<file path="config.mk">
export PLATFORM = sky130hd
export DESIGN_NAME = tagged_first_fit_byte_allocator
export DESIGN_NICKNAME = d
export VERILOG_FILES = /design/src/design/tffa_pkg.sv /design/src/design/tagged_first_fit_byte_allocator.sv /design/src/design/tffa_ctrl.sv /design/src/design/tffa_dp.sv
export SDC_FILE = /design/constraint.sdc
export NUM_CORES = 1
export LEC_CHECK = 0
export ABC_AREA = 1
export BUFFER_PORTS_ARGS = -buffer_cell sky130_fd_sc_hd__buf_2
export CELL_PAD_IN_SITES_DETAIL_PLACEMENT = 0
export CELL_PAD_IN_SITES_GLOBAL_PLACEMENT = 1
export CORE_MARGIN = 5
export CORE_UTILIZATION = 35
export CTS_BUF_LIST = sky130_fd_sc_hd__clkbuf_4
export CTS_CLUSTER_DIAMETER = 50
export DETAILED_ROUTE_END_ITERATION = 7
export MAX_ROUTING_LAYER = met4
export PLACE_DENSITY = 0.61
export SLEW_MARGIN = 20
export SYNTH_ARGS = -nofsm -noshare
export SYNTH_HDL_FRONTEND = slang
export SYNTH_SLANG_ARGS = --single-unit
</file>
<file path="constraint.sdc">
create_clock -name aclk -period 12.1 [get_ports aclk]
set_input_delay 0 -clock aclk [delete_from_list [all_inputs] [get_ports aclk]]
set_output_delay 0 -clock aclk [all_outputs]
set_load 0.01 [all_outputs]
</file>
<file path="src/design/tffa_pkg.sv">
package tffa_pkg;

    localparam int FUNC_W      = 2;
    localparam int TYPE_W      = 3;
    localparam int VALUE_W     = 64;
    localparam int STATUS_W    = 2;
    localparam int POS_W       = 3;
    localparam int KIND_W      = 3;
    localparam int DATA_W      = 64;
    localparam int S_TDATA_W   = 72;
    localparam int S_TUSER_W   = 3;
    localparam int M_TDATA_W   = 72;
    localparam int M_TUSER_W   = 3;
    localparam int NUM_TYPES   = 5;
    localparam int MAX_RESULTS = 8;
    localparam int CNT_W       = 3;
    localparam int LEN_W       = 4;

    localparam logic [KIND_W-1:0] TAG_EMPTY = 3'd0;

    typedef enum logic [FUNC_W-1:0] {
        FUNC_ADD     = 2'd0,
        FUNC_REMOVE  = 2'd1,
        FUNC_DISPLAY = 2'd2,
        FUNC_NONE    = 2'd3
    } func_t;

    typedef enum logic [STATUS_W-1:0] {
        STATUS_OK       = 2'd0,
        STATUS_BAD_TYPE = 2'd1,
        STATUS_NO_SPACE = 2'd2,
        STATUS_ABSENT   = 2'd3
    } status_t;

    // controller -> datapath
    typedef struct packed {
        logic load;
        logic scan;
        logic write;
        logic put;
    } tffa_cmd_t;

    // datapath -> controller
    typedef struct packed {
        func_t in_func;
        logic  in_bad_type;
        func_t func;
        logic  scan_done;
        logic  scan_fit;
        logic  write_done;
        logic  out_free;
    } tffa_stat_t;

    // element size in bytes for a type code
    function automatic logic [LEN_W-1:0] type_len(input logic [TYPE_W-1:0] t);
        logic [LEN_W-1:0] len;
        case (t)
            3'd0:    len = 4'd1;
            3'd1:    len = 4'd2;
            3'd2:    len = 4'd4;
            3'd3:    len = 4'd4;
            3'd4:    len = 4'd8;
            default: len = 4'd1;
        endcase
        return len;
    endfunction

endpackage

</file>
<file path="src/design/tagged_first_fit_byte_allocator.sv">
// Channel  Dir  Handshake          Payload
// s_       in   s_tvalid/s_tready  s_tdata: func, value; s_tuser: elem_type
// m_       out  m_tvalid/m_tready  m_tdata: status, position, data;
//                                  m_tuser: kind; m_tlast: last
//
// One item is worked at a time; a new item is taken only when the controller is idle.
// The pool is scanned one byte a cycle, save while a full output register holds a
// display scan, through the registered read port of the pool memory, from byte 0.
// Add: find the first free run that fits, write the element's bytes, then the result.
// Remove: free every byte of the type, then the result. Display: emits during the scan.
// A full output register holds the display scan in place; add and remove results wait
// in the result state. Reset (aresetn low, synchronous) marks every byte empty at once.
module tagged_first_fit_byte_allocator #(
    parameter int POOL_BYTES = 8
) (
    input  logic                               aclk,
    input  logic                               aresetn,
    input  logic                               s_tvalid,
    output logic                               s_tready,
    // [1:0] func, [65:2] value, [71:66] zero
    input  logic [tffa_pkg::S_TDATA_W-1:0]     s_tdata,
    // [2:0] elem_type
    input  logic [tffa_pkg::S_TUSER_W-1:0]     s_tuser,
    output logic                               m_tvalid,
    input  logic                               m_tready,
    // [1:0] status, [4:2] position, [68:5] data, [71:69] zero
    output logic [tffa_pkg::M_TDATA_W-1:0]     m_tdata,
    // [2:0] kind
    output logic [tffa_pkg::M_TUSER_W-1:0]     m_tuser,
    output logic                               m_tlast
);
    import tffa_pkg::*;

    tffa_cmd_t            cmd;
    tffa_stat_t           stat;
    logic [STATUS_W-1:0]  out_status;
    logic [POS_W-1:0]     out_pos;
    logic [KIND_W-1:0]    out_kind;
    logic [DATA_W-1:0]    out_data;
    logic                 out_last;

    // sequence the operation: idle, scan, write, result
    tffa_ctrl u_ctrl (
        .aclk     (aclk),
        .aresetn  (aresetn),
        .s_tvalid (s_tvalid),
        .in_ready (s_tready),
        .stat     (stat),
        .cmd      (cmd)
    );

    // pool memories, scan pipeline and output register
    tffa_dp #(
        .POOL_BYTES (POOL_BYTES)
    ) u_dp (
        .aclk       (aclk),
        .aresetn    (aresetn),
        .cmd        (cmd),
        .stat       (stat),
        .in_func    (func_t'(s_tdata[FUNC_W-1:0])),
        .in_type    (s_tuser[TYPE_W-1:0]),
        .in_value   (s_tdata[FUNC_W +: VALUE_W]),
        .out_ready  (m_tready),
        .out_valid  (m_tvalid),
        .out_status (out_status),
        .out_pos    (out_pos),
        .out_kind   (out_kind),
        .out_data   (out_data),
        .out_last   (out_last)
    );

    // pack the result item; zero the pad bits
    assign m_tdata = {3'b000, out_data, out_pos, out_status};
    assign m_tuser = out_kind;
    assign m_tlast = out_last;

endmodule

</file>
<file path="src/design/tffa_ctrl.sv">
module tffa_ctrl (
    input  logic                  aclk,
    input  logic                  aresetn,
    input  logic                  s_tvalid,
    output logic                  in_ready,
    input  tffa_pkg::tffa_stat_t  stat,
    output tffa_pkg::tffa_cmd_t   cmd
);
    import tffa_pkg::*;

    typedef enum logic [3:0] {
        ST_IDLE   = 4'b0001,
        ST_SCAN   = 4'b0010,
        ST_WRITE  = 4'b0100,
        ST_RESULT = 4'b1000
    } state_t;

    state_t state_reg;
    state_t state_next;

    always_ff @(posedge aclk) begin
        if (!aresetn) begin
            state_reg <= ST_IDLE;
        end else begin
            state_reg <= state_next;
        end
    end

    always_comb begin
        state_next = state_reg;
        cmd        = '0;
        in_ready   = (state_reg == ST_IDLE);
        case (state_reg)
            ST_IDLE: begin
                if (s_tvalid) begin
                    cmd.load = 1'b1;
                    if (stat.in_func == FUNC_NONE) begin
                        state_next = ST_IDLE;
                    end else if (stat.in_func != FUNC_DISPLAY && stat.in_bad_type) begin
                        state_next = ST_RESULT;
                    end else begin
                        state_next = ST_SCAN;
                    end
                end
            end
            ST_SCAN: begin
                cmd.scan = 1'b1;
                if (stat.scan_done) begin
                    if (stat.func == FUNC_ADD && stat.scan_fit) begin
                        state_next = ST_WRITE;
                    end else if (stat.func == FUNC_DISPLAY) begin
                        state_next = ST_IDLE;
                    end else begin
                        state_next = ST_RESULT;
                    end
                end
            end
            ST_WRITE: begin
                cmd.write = 1'b1;
                if (stat.write_done) begin
                    state_next = ST_RESULT;
                end
            end
            ST_RESULT: begin
                cmd.put = stat.out_free;
                if (stat.out_free) begin
                    state_next = ST_IDLE;
                end
            end
            default: begin
                state_next = ST_IDLE;
            end
        endcase
    end

endmodule

</file>
<file path="src/design/tffa_dp.sv">
module tffa_dp #(
    parameter int POOL_BYTES = 8
) (
    input  logic                              aclk,
    input  logic                              aresetn,
    input  tffa_pkg::tffa_cmd_t               cmd,
    output tffa_pkg::tffa_stat_t              stat,
    input  tffa_pkg::func_t                   in_func,
    input  logic [tffa_pkg::TYPE_W-1:0]       in_type,
    input  logic [tffa_pkg::VALUE_W-1:0]      in_value,
    input  logic                              out_ready,
    output logic                              out_valid,
    output logic [tffa_pkg::STATUS_W-1:0]     out_status,
    output logic [tffa_pkg::POS_W-1:0]        out_pos,
    output logic [tffa_pkg::KIND_W-1:0]       out_kind,
    output logic [tffa_pkg::DATA_W-1:0]       out_data,
    output logic                              out_last
);
    import tffa_pkg::*;

    localparam int             AW       = $clog2(POOL_BYTES);
    localparam logic [AW-1:0]  LAST_IDX = AW'(POOL_BYTES - 1);
    localparam logic [AW:0]    DEPTH    = (AW + 1)'(POOL_BYTES);

    // pool storage
    logic [KIND_W-1:0]     tag_mem  [POOL_BYTES];
    logic [7:0]            byte_mem [POOL_BYTES];
    logic [POOL_BYTES-1:0] occ_reg;

    // latched item
    func_t                func_reg;
    logic [TYPE_W-1:0]    type_reg;
    logic [VALUE_W-1:0]   value_reg;
    logic                 bad_reg;

    // read stage
    logic [AW:0]          rd_ptr_reg;
    logic                 pv_reg;
    logic [AW-1:0]        pidx_reg;
    logic [KIND_W-1:0]    tag_q_reg;
    logic [7:0]           byte_q_reg;
    logic                 occ_q_reg;

    // scan state
    logic [2:0]           run_reg;
    logic [AW-1:0]        start_reg;
    logic                 found_reg;
    logic [2:0]           rem_reg;
    logic [2:0]           off_reg;
    logic [AW-1:0]        dstart_reg;
    logic [KIND_W-1:0]    dkind_reg;
    logic [DATA_W-1:0]    dacc_reg;
    logic [CNT_W-1:0]     cnt_reg;
    logic [2:0]           wj_reg;

    // output register
    logic                 out_valid_reg;
    logic [STATUS_W-1:0]  out_status_reg;
    logic [POS_W-1:0]     out_pos_reg;
    logic [KIND_W-1:0]    out_kind_reg;
    logic [DATA_W-1:0]    out_data_reg;
    logic                 out_last_reg;

    logic [KIND_W-1:0]    tag_eff;
    logic                 at_end;
    logic                 proc;
    logic [LEN_W-1:0]     cur_len;
    logic                 free_byte;
    logic                 hit;
    logic                 match;
    logic                 elem_open;
    logic                 known_kind;
    logic [LEN_W-1:0]     kind_len;
    logic [DATA_W-1:0]    shifted;
    logic                 d_emit;
    logic                 d_open;
    logic [KIND_W-1:0]    d_kind;
    logic [POS_W-1:0]     d_pos;
    logic [DATA_W-1:0]    d_data;
    logic                 d_last;
    logic                 out_free;
    logic                 stall;
    logic                 adv;
    logic                 issue;
    logic [AW-1:0]        wa;
    status_t              res_status;
    logic [POS_W-1:0]     res_pos;

    assign tag_eff    = occ_q_reg ? tag_q_reg : TAG_EMPTY;
    assign at_end     = (pidx_reg == LAST_IDX);
    assign proc       = cmd.scan && pv_reg;
    assign cur_len    = type_len(type_reg);
    assign free_byte  = (tag_eff == TAG_EMPTY);
    assign hit        = proc && func_reg == FUNC_ADD && free_byte
                        && ({1'b0, run_reg} + 4'd1 == cur_len);
    assign match      = proc && func_reg == FUNC_REMOVE && (tag_eff == type_reg + 3'd1);
    assign elem_open  = (rem_reg != 3'd0);
    assign known_kind = (tag_eff != TAG_EMPTY) && (tag_eff <= KIND_W'(NUM_TYPES));
    assign kind_len   = type_len(tag_eff - 3'd1);
    assign shifted    = {56'd0, byte_q_reg} << {off_reg, 3'b000};
    assign wa         = start_reg + AW'(wj_reg);

    // display: one result per element or empty byte
    always_comb begin
        d_emit = 1'b0;
        d_open = 1'b0;
        d_kind = TAG_EMPTY;
        d_pos  = pidx_reg[POS_W-1:0];
        d_data = '0;
        if (proc && func_reg == FUNC_DISPLAY) begin
            if (elem_open) begin
                d_emit = (rem_reg == 3'd1) || at_end;
                d_kind = dkind_reg;
                d_pos  = dstart_reg[POS_W-1:0];
                d_data = dacc_reg | shifted;
            end else if (!known_kind) begin
                d_emit = 1'b1;
            end else if (kind_len == 4'd1 || at_end) begin
                d_emit = 1'b1;
                d_kind = tag_eff;
                d_data = {56'd0, byte_q_reg};
            end else begin
                d_open = 1'b1;
            end
        end
    end

    assign d_last   = at_end || (cnt_reg == CNT_W'(MAX_RESULTS - 1));
    assign out_free = !out_valid_reg || out_ready;
    assign stall    = d_emit && !out_free;
    assign adv      = cmd.scan && !stall;
    assign issue    = adv && (rd_ptr_reg < DEPTH);

    always_comb begin
        if (bad_reg) begin
            res_status = STATUS_BAD_TYPE;
        end else if (func_reg == FUNC_ADD) begin
            res_status = found_reg ? STATUS_OK : STATUS_NO_SPACE;
        end else begin
            res_status = found_reg ? STATUS_OK : STATUS_ABSENT;
        end
    end

    assign res_pos = (func_reg == FUNC_ADD && found_reg) ? start_reg[POS_W-1:0] : '0;

    always_comb begin
        stat             = '0;
        stat.in_func     = in_func;
        stat.in_bad_type = (in_type >= TYPE_W'(NUM_TYPES));
        stat.func        = func_reg;
        stat.scan_fit    = hit;
        stat.scan_done   = (func_reg == FUNC_ADD     && (hit || (proc && at_end)))
                        || (func_reg == FUNC_REMOVE  && proc && at_end)
                        || (func_reg == FUNC_DISPLAY && d_emit && !stall && d_last);
        stat.write_done  = cmd.write && ({1'b0, wj_reg} == cur_len - 4'd1);
        stat.out_free    = out_free;
    end

    // memories: one write port, registered read
    always_ff @(posedge aclk) begin
        if (cmd.write) begin
            byte_mem[wa] <= value_reg[{wj_reg, 3'b000} +: 8];
            tag_mem[wa]  <= type_reg + 3'd1;
        end
        if (issue) begin
            tag_q_reg  <= tag_mem[rd_ptr_reg[AW-1:0]];
            byte_q_reg <= byte_mem[rd_ptr_reg[AW-1:0]];
            occ_q_reg  <= occ_reg[rd_ptr_reg[AW-1:0]];
            pidx_reg   <= rd_ptr_reg[AW-1:0];
        end
    end

    always_ff @(posedge aclk) begin
        if (!aresetn) begin
            occ_reg       <= '0;
            pv_reg        <= 1'b0;
            out_valid_reg <= 1'b0;
        end else begin
            if (cmd.write) begin
                occ_reg[wa] <= 1'b1;
            end else if (match) begin
                occ_reg[pidx_reg] <= 1'b0;
            end
            if (cmd.load || !cmd.scan) begin
                pv_reg <= 1'b0;
            end else if (adv) begin
                pv_reg <= issue;
            end
            if ((d_emit && !stall) || cmd.put) begin
                out_valid_reg <= 1'b1;
            end else if (out_ready) begin
                out_valid_reg <= 1'b0;
            end
        end
    end

    always_ff @(posedge aclk) begin
        if (cmd.load) begin
            func_reg   <= in_func;
            type_reg   <= in_type;
            value_reg  <= in_value;
            bad_reg    <= stat.in_bad_type;
            rd_ptr_reg <= '0;
            run_reg    <= '0;
            found_reg  <= 1'b0;
            rem_reg    <= '0;
            off_reg    <= '0;
            cnt_reg    <= '0;
            wj_reg     <= '0;
        end else begin
            if (issue) begin
                rd_ptr_reg <= rd_ptr_reg + 1'b1;
            end
            if (cmd.write) begin
                wj_reg <= wj_reg + 3'd1;
            end
            if (proc && !stall) begin
                case (func_reg)
                    FUNC_ADD: begin
                        if (free_byte) begin
                            if (run_reg == 3'd0) begin
                                start_reg <= pidx_reg;
                            end
                            run_reg <= run_reg + 3'd1;
                            if (hit) begin
                                found_reg <= 1'b1;
                            end
                        end else begin
                            run_reg <= '0;
                        end
                    end
                    FUNC_REMOVE: begin
                        if (match) begin
                            found_reg <= 1'b1;
                        end
                    end
                    FUNC_DISPLAY: begin
                        if (d_open) begin
                            rem_reg    <= 3'(kind_len - 4'd1);
                            off_reg    <= 3'd1;
                            dstart_reg <= pidx_reg;
                            dkind_reg  <= tag_eff;
                            dacc_reg   <= {56'd0, byte_q_reg};
                        end else if (elem_open) begin
                            if (d_emit) begin
                                rem_reg <= '0;
                            end else begin
                                rem_reg  <= rem_reg - 3'd1;
                                off_reg  <= off_reg + 3'd1;
                                dacc_reg <= d_data;
                            end
                        end
                        if (d_emit) begin
                            cnt_reg <= cnt_reg + 1'b1;
                        end
                    end
                    default: begin
                    end
                endcase
            end
        end
    end

    always_ff @(posedge aclk) begin
        if (d_emit && !stall) begin
            out_status_reg <= STATUS_OK;
            out_pos_reg    <= d_pos;
            out_kind_reg   <= d_kind;
            out_data_reg   <= d_data;
            out_last_reg   <= d_last;
        end else if (cmd.put) begin
            out_status_reg <= res_status;
            out_pos_reg    <= res_pos;
            out_kind_reg   <= TAG_EMPTY;
            out_data_reg   <= '0;
            out_last_reg   <= 1'b1;
        end
    end

    assign out_valid  = out_valid_reg;
    assign out_status = out_status_reg;
    assign out_pos    = out_pos_reg;
    assign out_kind   = out_kind_reg;
    assign out_data   = out_data_reg;
    assign out_last   = out_last_reg;

endmodule

</file>
# == After elaboration in Yosys (flattened, before gate mapping) ==
# Memories as Yosys holds them, arrays and structs flattened. A register that Yosys moved wholly into a read port is not among the register bits.
# Cells that the tools add are included.
# classes
n_eq_ne,31
mux,74
bitwise,6
shifts,2
n_reduce_logical,60
n_lt_le_gt_ge,8
n_addsub,12
# ops
op,n
$mux W64,7
$or A64 B64 Y64,1
$shiftx A64 B7 Y8,1
$shl A8 B6 Y64,1
$mux W3,19
$mux W4,8
$mux W8,4
$logic_and A1 B1 Y1,25
$mux W1,25
$pmux W4 S3,2
$pmux W4 S4,1
$add A3 B1 Y3 const B,5
$reduce_and A5 Y1,3
$eq A3 B2 Y1 const B,4
$eq A3 B3 Y1 const B,4
$lt A3 B4 Y1 const B,3
$reduce_and A4 Y1,3
$ne A2 B2 Y1 const B,5
$reduce_bool A2 Y1,5
$eq A3 B1 Y1 const B,3
$logic_or A1 B1 Y1,9
$sub A3 B1 Y3 const B,3
$and A8 B8 Y8,1
$eq A4 B1 Y1 const B,2
other kinds (31),49
# totals
memories,2
ram_bits,88
inputBits,79
reg_bits,254
word_cells,222
# mem_list
name,depth,word_bits,rd,rd_clocked_by_memory_dff,wr,line,text
u_dp.byte_mem,8,8,1,1,1,tffa_dp.sv:27,logic [7:0] byte_mem [POOL_BYTES];
u_dp.tag_mem,8,3,1,1,1,tffa_dp.sv:26,logic [KIND_W-1:0] tag_mem [POOL_BYTES];

# == Depth between registers and ports, before layout ==
# logic_depth
word_depth,18
depth_mapped,15
mapped_depth_nobuf,15

# == By module ==
# Synthesis repeated with hierarchy kept, for this count alone.
# hier_totals
hier_cells,1323
area_unflattened_um2,15018.2
# modules_own_cells
module,cells_each,n_inst,area_each_um2
tffa_dp,1255,1,14627.8
tffa_ctrl,64,1,364.1
tagged_first_fit_byte_allocator,4,1,26.3

# == Worst setup path before layout ==
# No wires, ideal clock.
# synth_timing
kind,reg2reg
start,register u_dp.occ_q_reg
end,register u_dp.dacc_reg[0] (enable)
arrival_ns,3.370
path_stages_with_launch,12
path_slack_ns,8.284
setup_time_ns,0.446
path_cell_list,edfxtp_1 -> nand2_1 -> inv_1 -> nor2_1 -> ha_1 -> inv_1 -> nand3_1 -> nand2_1 -> nand2_1 -> inv_2 -> nand3_1 -> a21oi_2
# synth_between
elab_chain_cells,15
# synth_lines
item,line,text
"start, declared",tffa_dp.sv:42,logic occ_q_reg;
"start signal, assigned",tffa_dp.sv:168,occ_q_reg <= occ_reg[rd_ptr_reg[AW-1:0]];
$mux W3 (*),tffa_dp.sv:89,assign tag_eff = occ_q_reg ? tag_q_reg : TAG_EMPTY;
net u_dp.tag_eff[1],tffa_dp.sv:64,logic [KIND_W-1:0] tag_eff;
$sub A3 B1 Y3,tffa_dp.sv:99,assign kind_len = type_len(tag_eff - 3'd1);
$eq A3 B2 Y1,tffa_pkg.sv:57,case (t)
$reduce_or A2 Y1 (no source line),-,
$pmux W4 S3,tffa_pkg.sv:57,
$eq A4 B1 Y1,tffa_dp.sv:118,end else if (kind_len == 4'd1 || at_end) begin
$logic_or A1 B1 Y1,tffa_dp.sv:118,
$mux W1,tffa_dp.sv:118,
$mux W1,tffa_dp.sv:116,end else if (!known_kind) begin
$mux W1,tffa_dp.sv:111,if (elem_open) begin
$mux W1,tffa_dp.sv:110,if (proc && func_reg == FUNC_DISPLAY) begin
$logic_and A1 B1 Y1,tffa_dp.sv:130,assign stall = d_emit && !out_free;
$logic_not A1 Y1,tffa_dp.sv:217,if (proc && !stall) begin
$logic_and A1 B1 Y1,tffa_dp.sv:217,
$reduce_and A5 Y1 (no source line) (*),-,
"end signal, assigned",tffa_dp.sv:243,"dacc_reg <= {56'd0, byte_q_reg};"
"end signal, assigned",tffa_dp.sv:250,dacc_reg <= d_data;
"end, declared",tffa_dp.sv:52,logic [DATA_W-1:0] dacc_reg;
# Mark *: on every way through the listed nets, which the timed path passes. The rest lies on a longest branch.
# A chain may end at the register's enable or synchronous reset.

# == Worst setup path after layout ==
# layout_timing
start,register u_dp.rem_reg[1]
end,"register u_dp.dacc_reg[6], data pin"
# layout_between
elab_chain_cells,6
# layout_lines
item,line,text
"start, declared",tffa_dp.sv:48,logic [2:0] rem_reg;
"start signal, assigned",tffa_dp.sv:239,rem_reg <= 3'(kind_len - 4'd1);
"start signal, assigned",tffa_dp.sv:248,rem_reg <= rem_reg - 3'd1;
$reduce_bool A3 Y1 (*),tffa_dp.sv:97,assign elem_open = (rem_reg != 3'd0);
$mux W64,tffa_dp.sv:111,
$mux W64,tffa_dp.sv:110,
$mux W64,tffa_dp.sv:245,if (d_emit) begin
$mux W64,tffa_dp.sv:244,end else if (elem_open) begin
$mux W8 (*),tffa_dp.sv:238,if (d_open) begin
# Every way passes the cells marked *; elsewhere a longest branch is shown, timed or not. The select of a mux whose other input is x is not followed.

==> flow_metrics.py <==
metrics = {
    "critical_path": {
        "crit_required_ns": 12.60,
        "critPathKind": "reg -> reg",
        "cp-end-kind": "flip-flop",
        "reg2reg_to": "u_dp.dacc_reg[6]",
        "reg2reg_from": "u_dp.rem_reg[1]",
        "r2r_setup_slack_ns": 8.54,
        "crit_fanout": 81,
        "reg2reg_depth": 10,
        "critPathArrivalTime_ns": 4.06,
        "crit_path_start_kind": "flip-flop",
    },
    "timing": {
        "finalHoldViolCount": 0,
        "fmax_mhz": 281,
        "worst_pin_slew_ns": 1.09,
        "slew_violations": 0,
        "max-slew-margin-rel_pct": 27.3,
        "finClkSkew_ns": 0.0490,
        "timing.hold.ws_ns": 0.178,
        "rsz0062_at_grt": "false",
        "finalSetupViolations": 0,
        "period_needed_ns": 3.56,
        "setup_tns_ns": 0,
        "period_share_pct": 29.4,
    },
    "clock_network": {
        "root_buffer": "clkbuf_4",
        "h-tree-depth": 3,
        "cts_num_sinks": 353,
        "cts_hold_buf": 143,
        "clk_pin_slew_worst_paths_ns": 0.07,
        "cts_setup_buffers": 0,
        "post_cts_resized": 0,
        "clk_path_buf_depth": 3,
        "cts_inserted_buffers": 95,
        "clock_latency_ns": 0.79,
        "cts_tree": "yes",
    },
    "cells_and_area": {
        "area_growth_pct": 26.0,
        "layout-drive-gt1-share_pct": 22.4,
        "post-route-util_pct": 44.4,
        "nNetsFinal": 1747,
    },
    "synthesis": {
        "ys_types": 43,
        "yosysWarnings": 0,
        "synth_area_mm2": 0.0151,
        "synth_area_per_cell_um2": 11.5,
        "syn_inst": 1317,
        "synth-seq-area-share_pct": 67.6,
        "ys_seq_elements": 353,
    },
    "worst_hold_path": {
        "hold_path_startpoint": "s_tuser[0]",
        "hold_class": "in -> reg",
        "hold-path-endpoint": "u_dp.bad_reg",
        "hold-path-cell-count": 3,
    },
    "grt": {
        "grt_max_degree": 82,
        "antenna_found_initial": 3,
        "grt_first_pass_wirelength_mm": 60.8,
        "grt-ovfl-total": 0,
        "grt_util_all_layers_pct": 16.8,
        "grt_pass1_vias": 11100,
    },
    "power_and_ir_drop": {
        "p_clk_share_pct": 37.6,
        "pwr-share-seq_pct": 50.5,
        "ir_worst_vdd_mv": 0.0794,
        "power_mw": 2.82,
        "p_per_area_mw_per_mm2": 148,
        "intPower_mw": 2.09,
        "power_frac_comb_pct": 12.0,
        "switchingPower_mw": 0.730,
        "sw_frac_of_total_pct": 25.9,
        "p_leak_nw": 7.13,
    },
    "floorplanning": {
        "ioPinCount": 157,
        "die-area_mm2": 0.0475,
        "die_w_um": 218,
        "die_h_um": 218,
        "core_area_mm2": 0.0430,
        "initial_core_util_pct": 35.2,
        "rows": 76,
    },
    "detailed_routing": {
        "totalWireLength_mm": 38.3,
        "firstDrtPassIters": 5,
        "routed_via_density": 4.69,
        "antenna_left": 0,
        "num_vias": 10800,
        "drcViolationCount": 0,
        "drt-initial-drc-count": 574,
        "wl_per_cell_um": 16.6,
    },
    "status": {
        "status": "completed",
    },
    "job": {
        "cap_violations": 0,
    },
    "place": {
        "dp_hpwl_mm": 22.8,
        "io_buffers": 147,
        "place.gp.congestion": 0.787,
    },
}
==> how the worst max path moves through the flow <==
stage                     cells past startpoint                to            start  slack [ns]
after floorplan                              11  u_dp.dacc_reg[0]   u_dp.occ_q_reg        8.28
after global placement                       10  u_dp.dacc_reg[6]  u_dp.rem_reg[0]        8.52
after detailed placement                     10  u_dp.dacc_reg[6]  u_dp.rem_reg[1]        8.52
after CTS                                    10  u_dp.dacc_reg[6]  u_dp.rem_reg[0]        8.49
after global routing                         10  u_dp.dacc_reg[6]  u_dp.rem_reg[0]        8.22
final                                        10  u_dp.dacc_reg[6]  u_dp.rem_reg[1]        8.54
==> power by group through the flow <==
stage / Combinational [mW] / Sequential [mW] / Clock [mW]
6_report: 0.337 / 1.42 / 1.06
5_1_grt: 0.380 / 1.43 / 1.17
4_1_cts: 0.341 / 1.42 / 1.10
3_5_place_dp: 0.304 / 1.45 / 0
3_3_place_gp: 0.302 / 1.45 / 0
2_1_floorplan: 0.194 / 1.45 / 0
==> metal layers <==
metal  vias up  wire, um  global-route usage (%)
met1      5119     16600                    20.4
met5         -         0                       -
met2       260     19100                    27.7
met4         0       877                    6.24
met3        72      1810                    3.58
li1       5390         -                       -
==> critical path, stage by stage (launching register included) <==
cell     delay [ns]
dfxtp_1        0.29
inv_1          0.11
ha_1           0.16
nand2_1        0.30
inv_1          0.41
nor2_4         0.10
inv_4          0.41
buf_4          0.89
nor2_1         0.09
a41oi_1        0.31
o21ai_0        0.14
==> cell usage after synthesis <==
cell | n | area share, %
nor4_1 | 1 | 0.041
fa_1 | 1 | 0.13
dfxtp_1 | 36 | 4.8
or2_2 | 1 | 0.041
buf_2 | 8 | 0.26
buf_6 | 4 | 0.30
nand3_4 | 1 | 0.12
o22ai_1 | 21 | 0.87
nor2_8 | 2 | 0.26
o21a_1 | 1 | 0.050
nor3_1 | 34 | 1.1
o21ai_0 | 121 | 4.0
buf_1 | 3 | 0.074
clkbuf_1 | 46 | 1.1
a21oi_1 | 71 | 2.3
clkinv_1 | 4 | 0.099
inv_4 | 1 | 0.041
nand2_1 | 96 | 2.4
o31ai_1 | 1 | 0.050
a211oi_1 | 2 | 0.099
ha_1 | 15 | 1.2
nand3_1 | 52 | 1.7
inv_1 | 89 | 2.2
a41oi_1 | 1 | 0.058
a21oi_2 | 2 | 0.12
xnor2_1 | 2 | 0.12
a31oi_1 | 21 | 0.87
edfxtp_1 | 317 | 63
nand3_2 | 1 | 0.066
inv_2 | 5 | 0.12
nand4_1 | 6 | 0.25
o21ai_2 | 1 | 0.058
nor3_2 | 56 | 3.7
nor2_2 | 3 | 0.12
nand2_2 | 3 | 0.12
a21o_1 | 16 | 0.79
buf_4 | 6 | 0.30
o211ai_1 | 7 | 0.35
nor2_4 | 2 | 0.15
xor2_1 | 6 | 0.35
nor2_1 | 249 | 6.2
conb_1 | 1 | 0.025
o21ai_1 | 1 | 0.033
==> area by class of cell <==
class / count / area (um^2)
repair buffers: 303 / 2260
clock inverters: 28 / 170
clock buffers: 140 / 1050
well taps: 585 / 732
fillers: 4130 / 23900
multi-input cells: 800 / 4240
inverters: 99 / 377
flip-flops and latches: 353 / 10200
diodes: 3 / 7.51
==> stage by stage <==
step           cell area [um^2]  worst slack (ns)  std cells
2_1_floorplan             15100              8.28       1319
3_3_place_gp              16400              8.52       1997
3_5_place_dp              16400              8.52       1997
4_1_cts                   19100              8.49       2308
5_1_grt                   19100              8.22       2311
6_report                  19100              8.54       2311
==> kinds of logic after synthesis <==
family,share of synthesized area [%]
other,0.0248
and+or+nand+nor,16.3
adders and majority gates,1.37
AOI/OAI and AO/OA,9.69
DFF,67.6
xor gates and xnor gates,0.463
buffers and inverters,4.55
==> cell usage in the layout (no fill, tap or decap), types with 4 or more instances in the layout <==
master         synthesis  layout
buf_2                  8     147
nand2_1               96      95
a21oi_1               71      71
buf_4                  6      13
edfxtp_1             317     317
xor2_1                 6       6
o21ai_0              121     121
o22ai_1               21      21
dfxtp_1               36      36
clkbuf_4               0     140
nor3_1                34      34
nor3_2                56      56
clkinv_1               4      25
inv_1                 89      89
nor2_1               249     249
a21o_1                16      16
a31oi_1               21      21
dlygate4sd3_1          0     143
inv_2                  5       4
o211ai_1               7       7
ha_1                  15      15
nand4_1                6       6
nand3_1               52      52
Power figures use the tool's default switching activity.
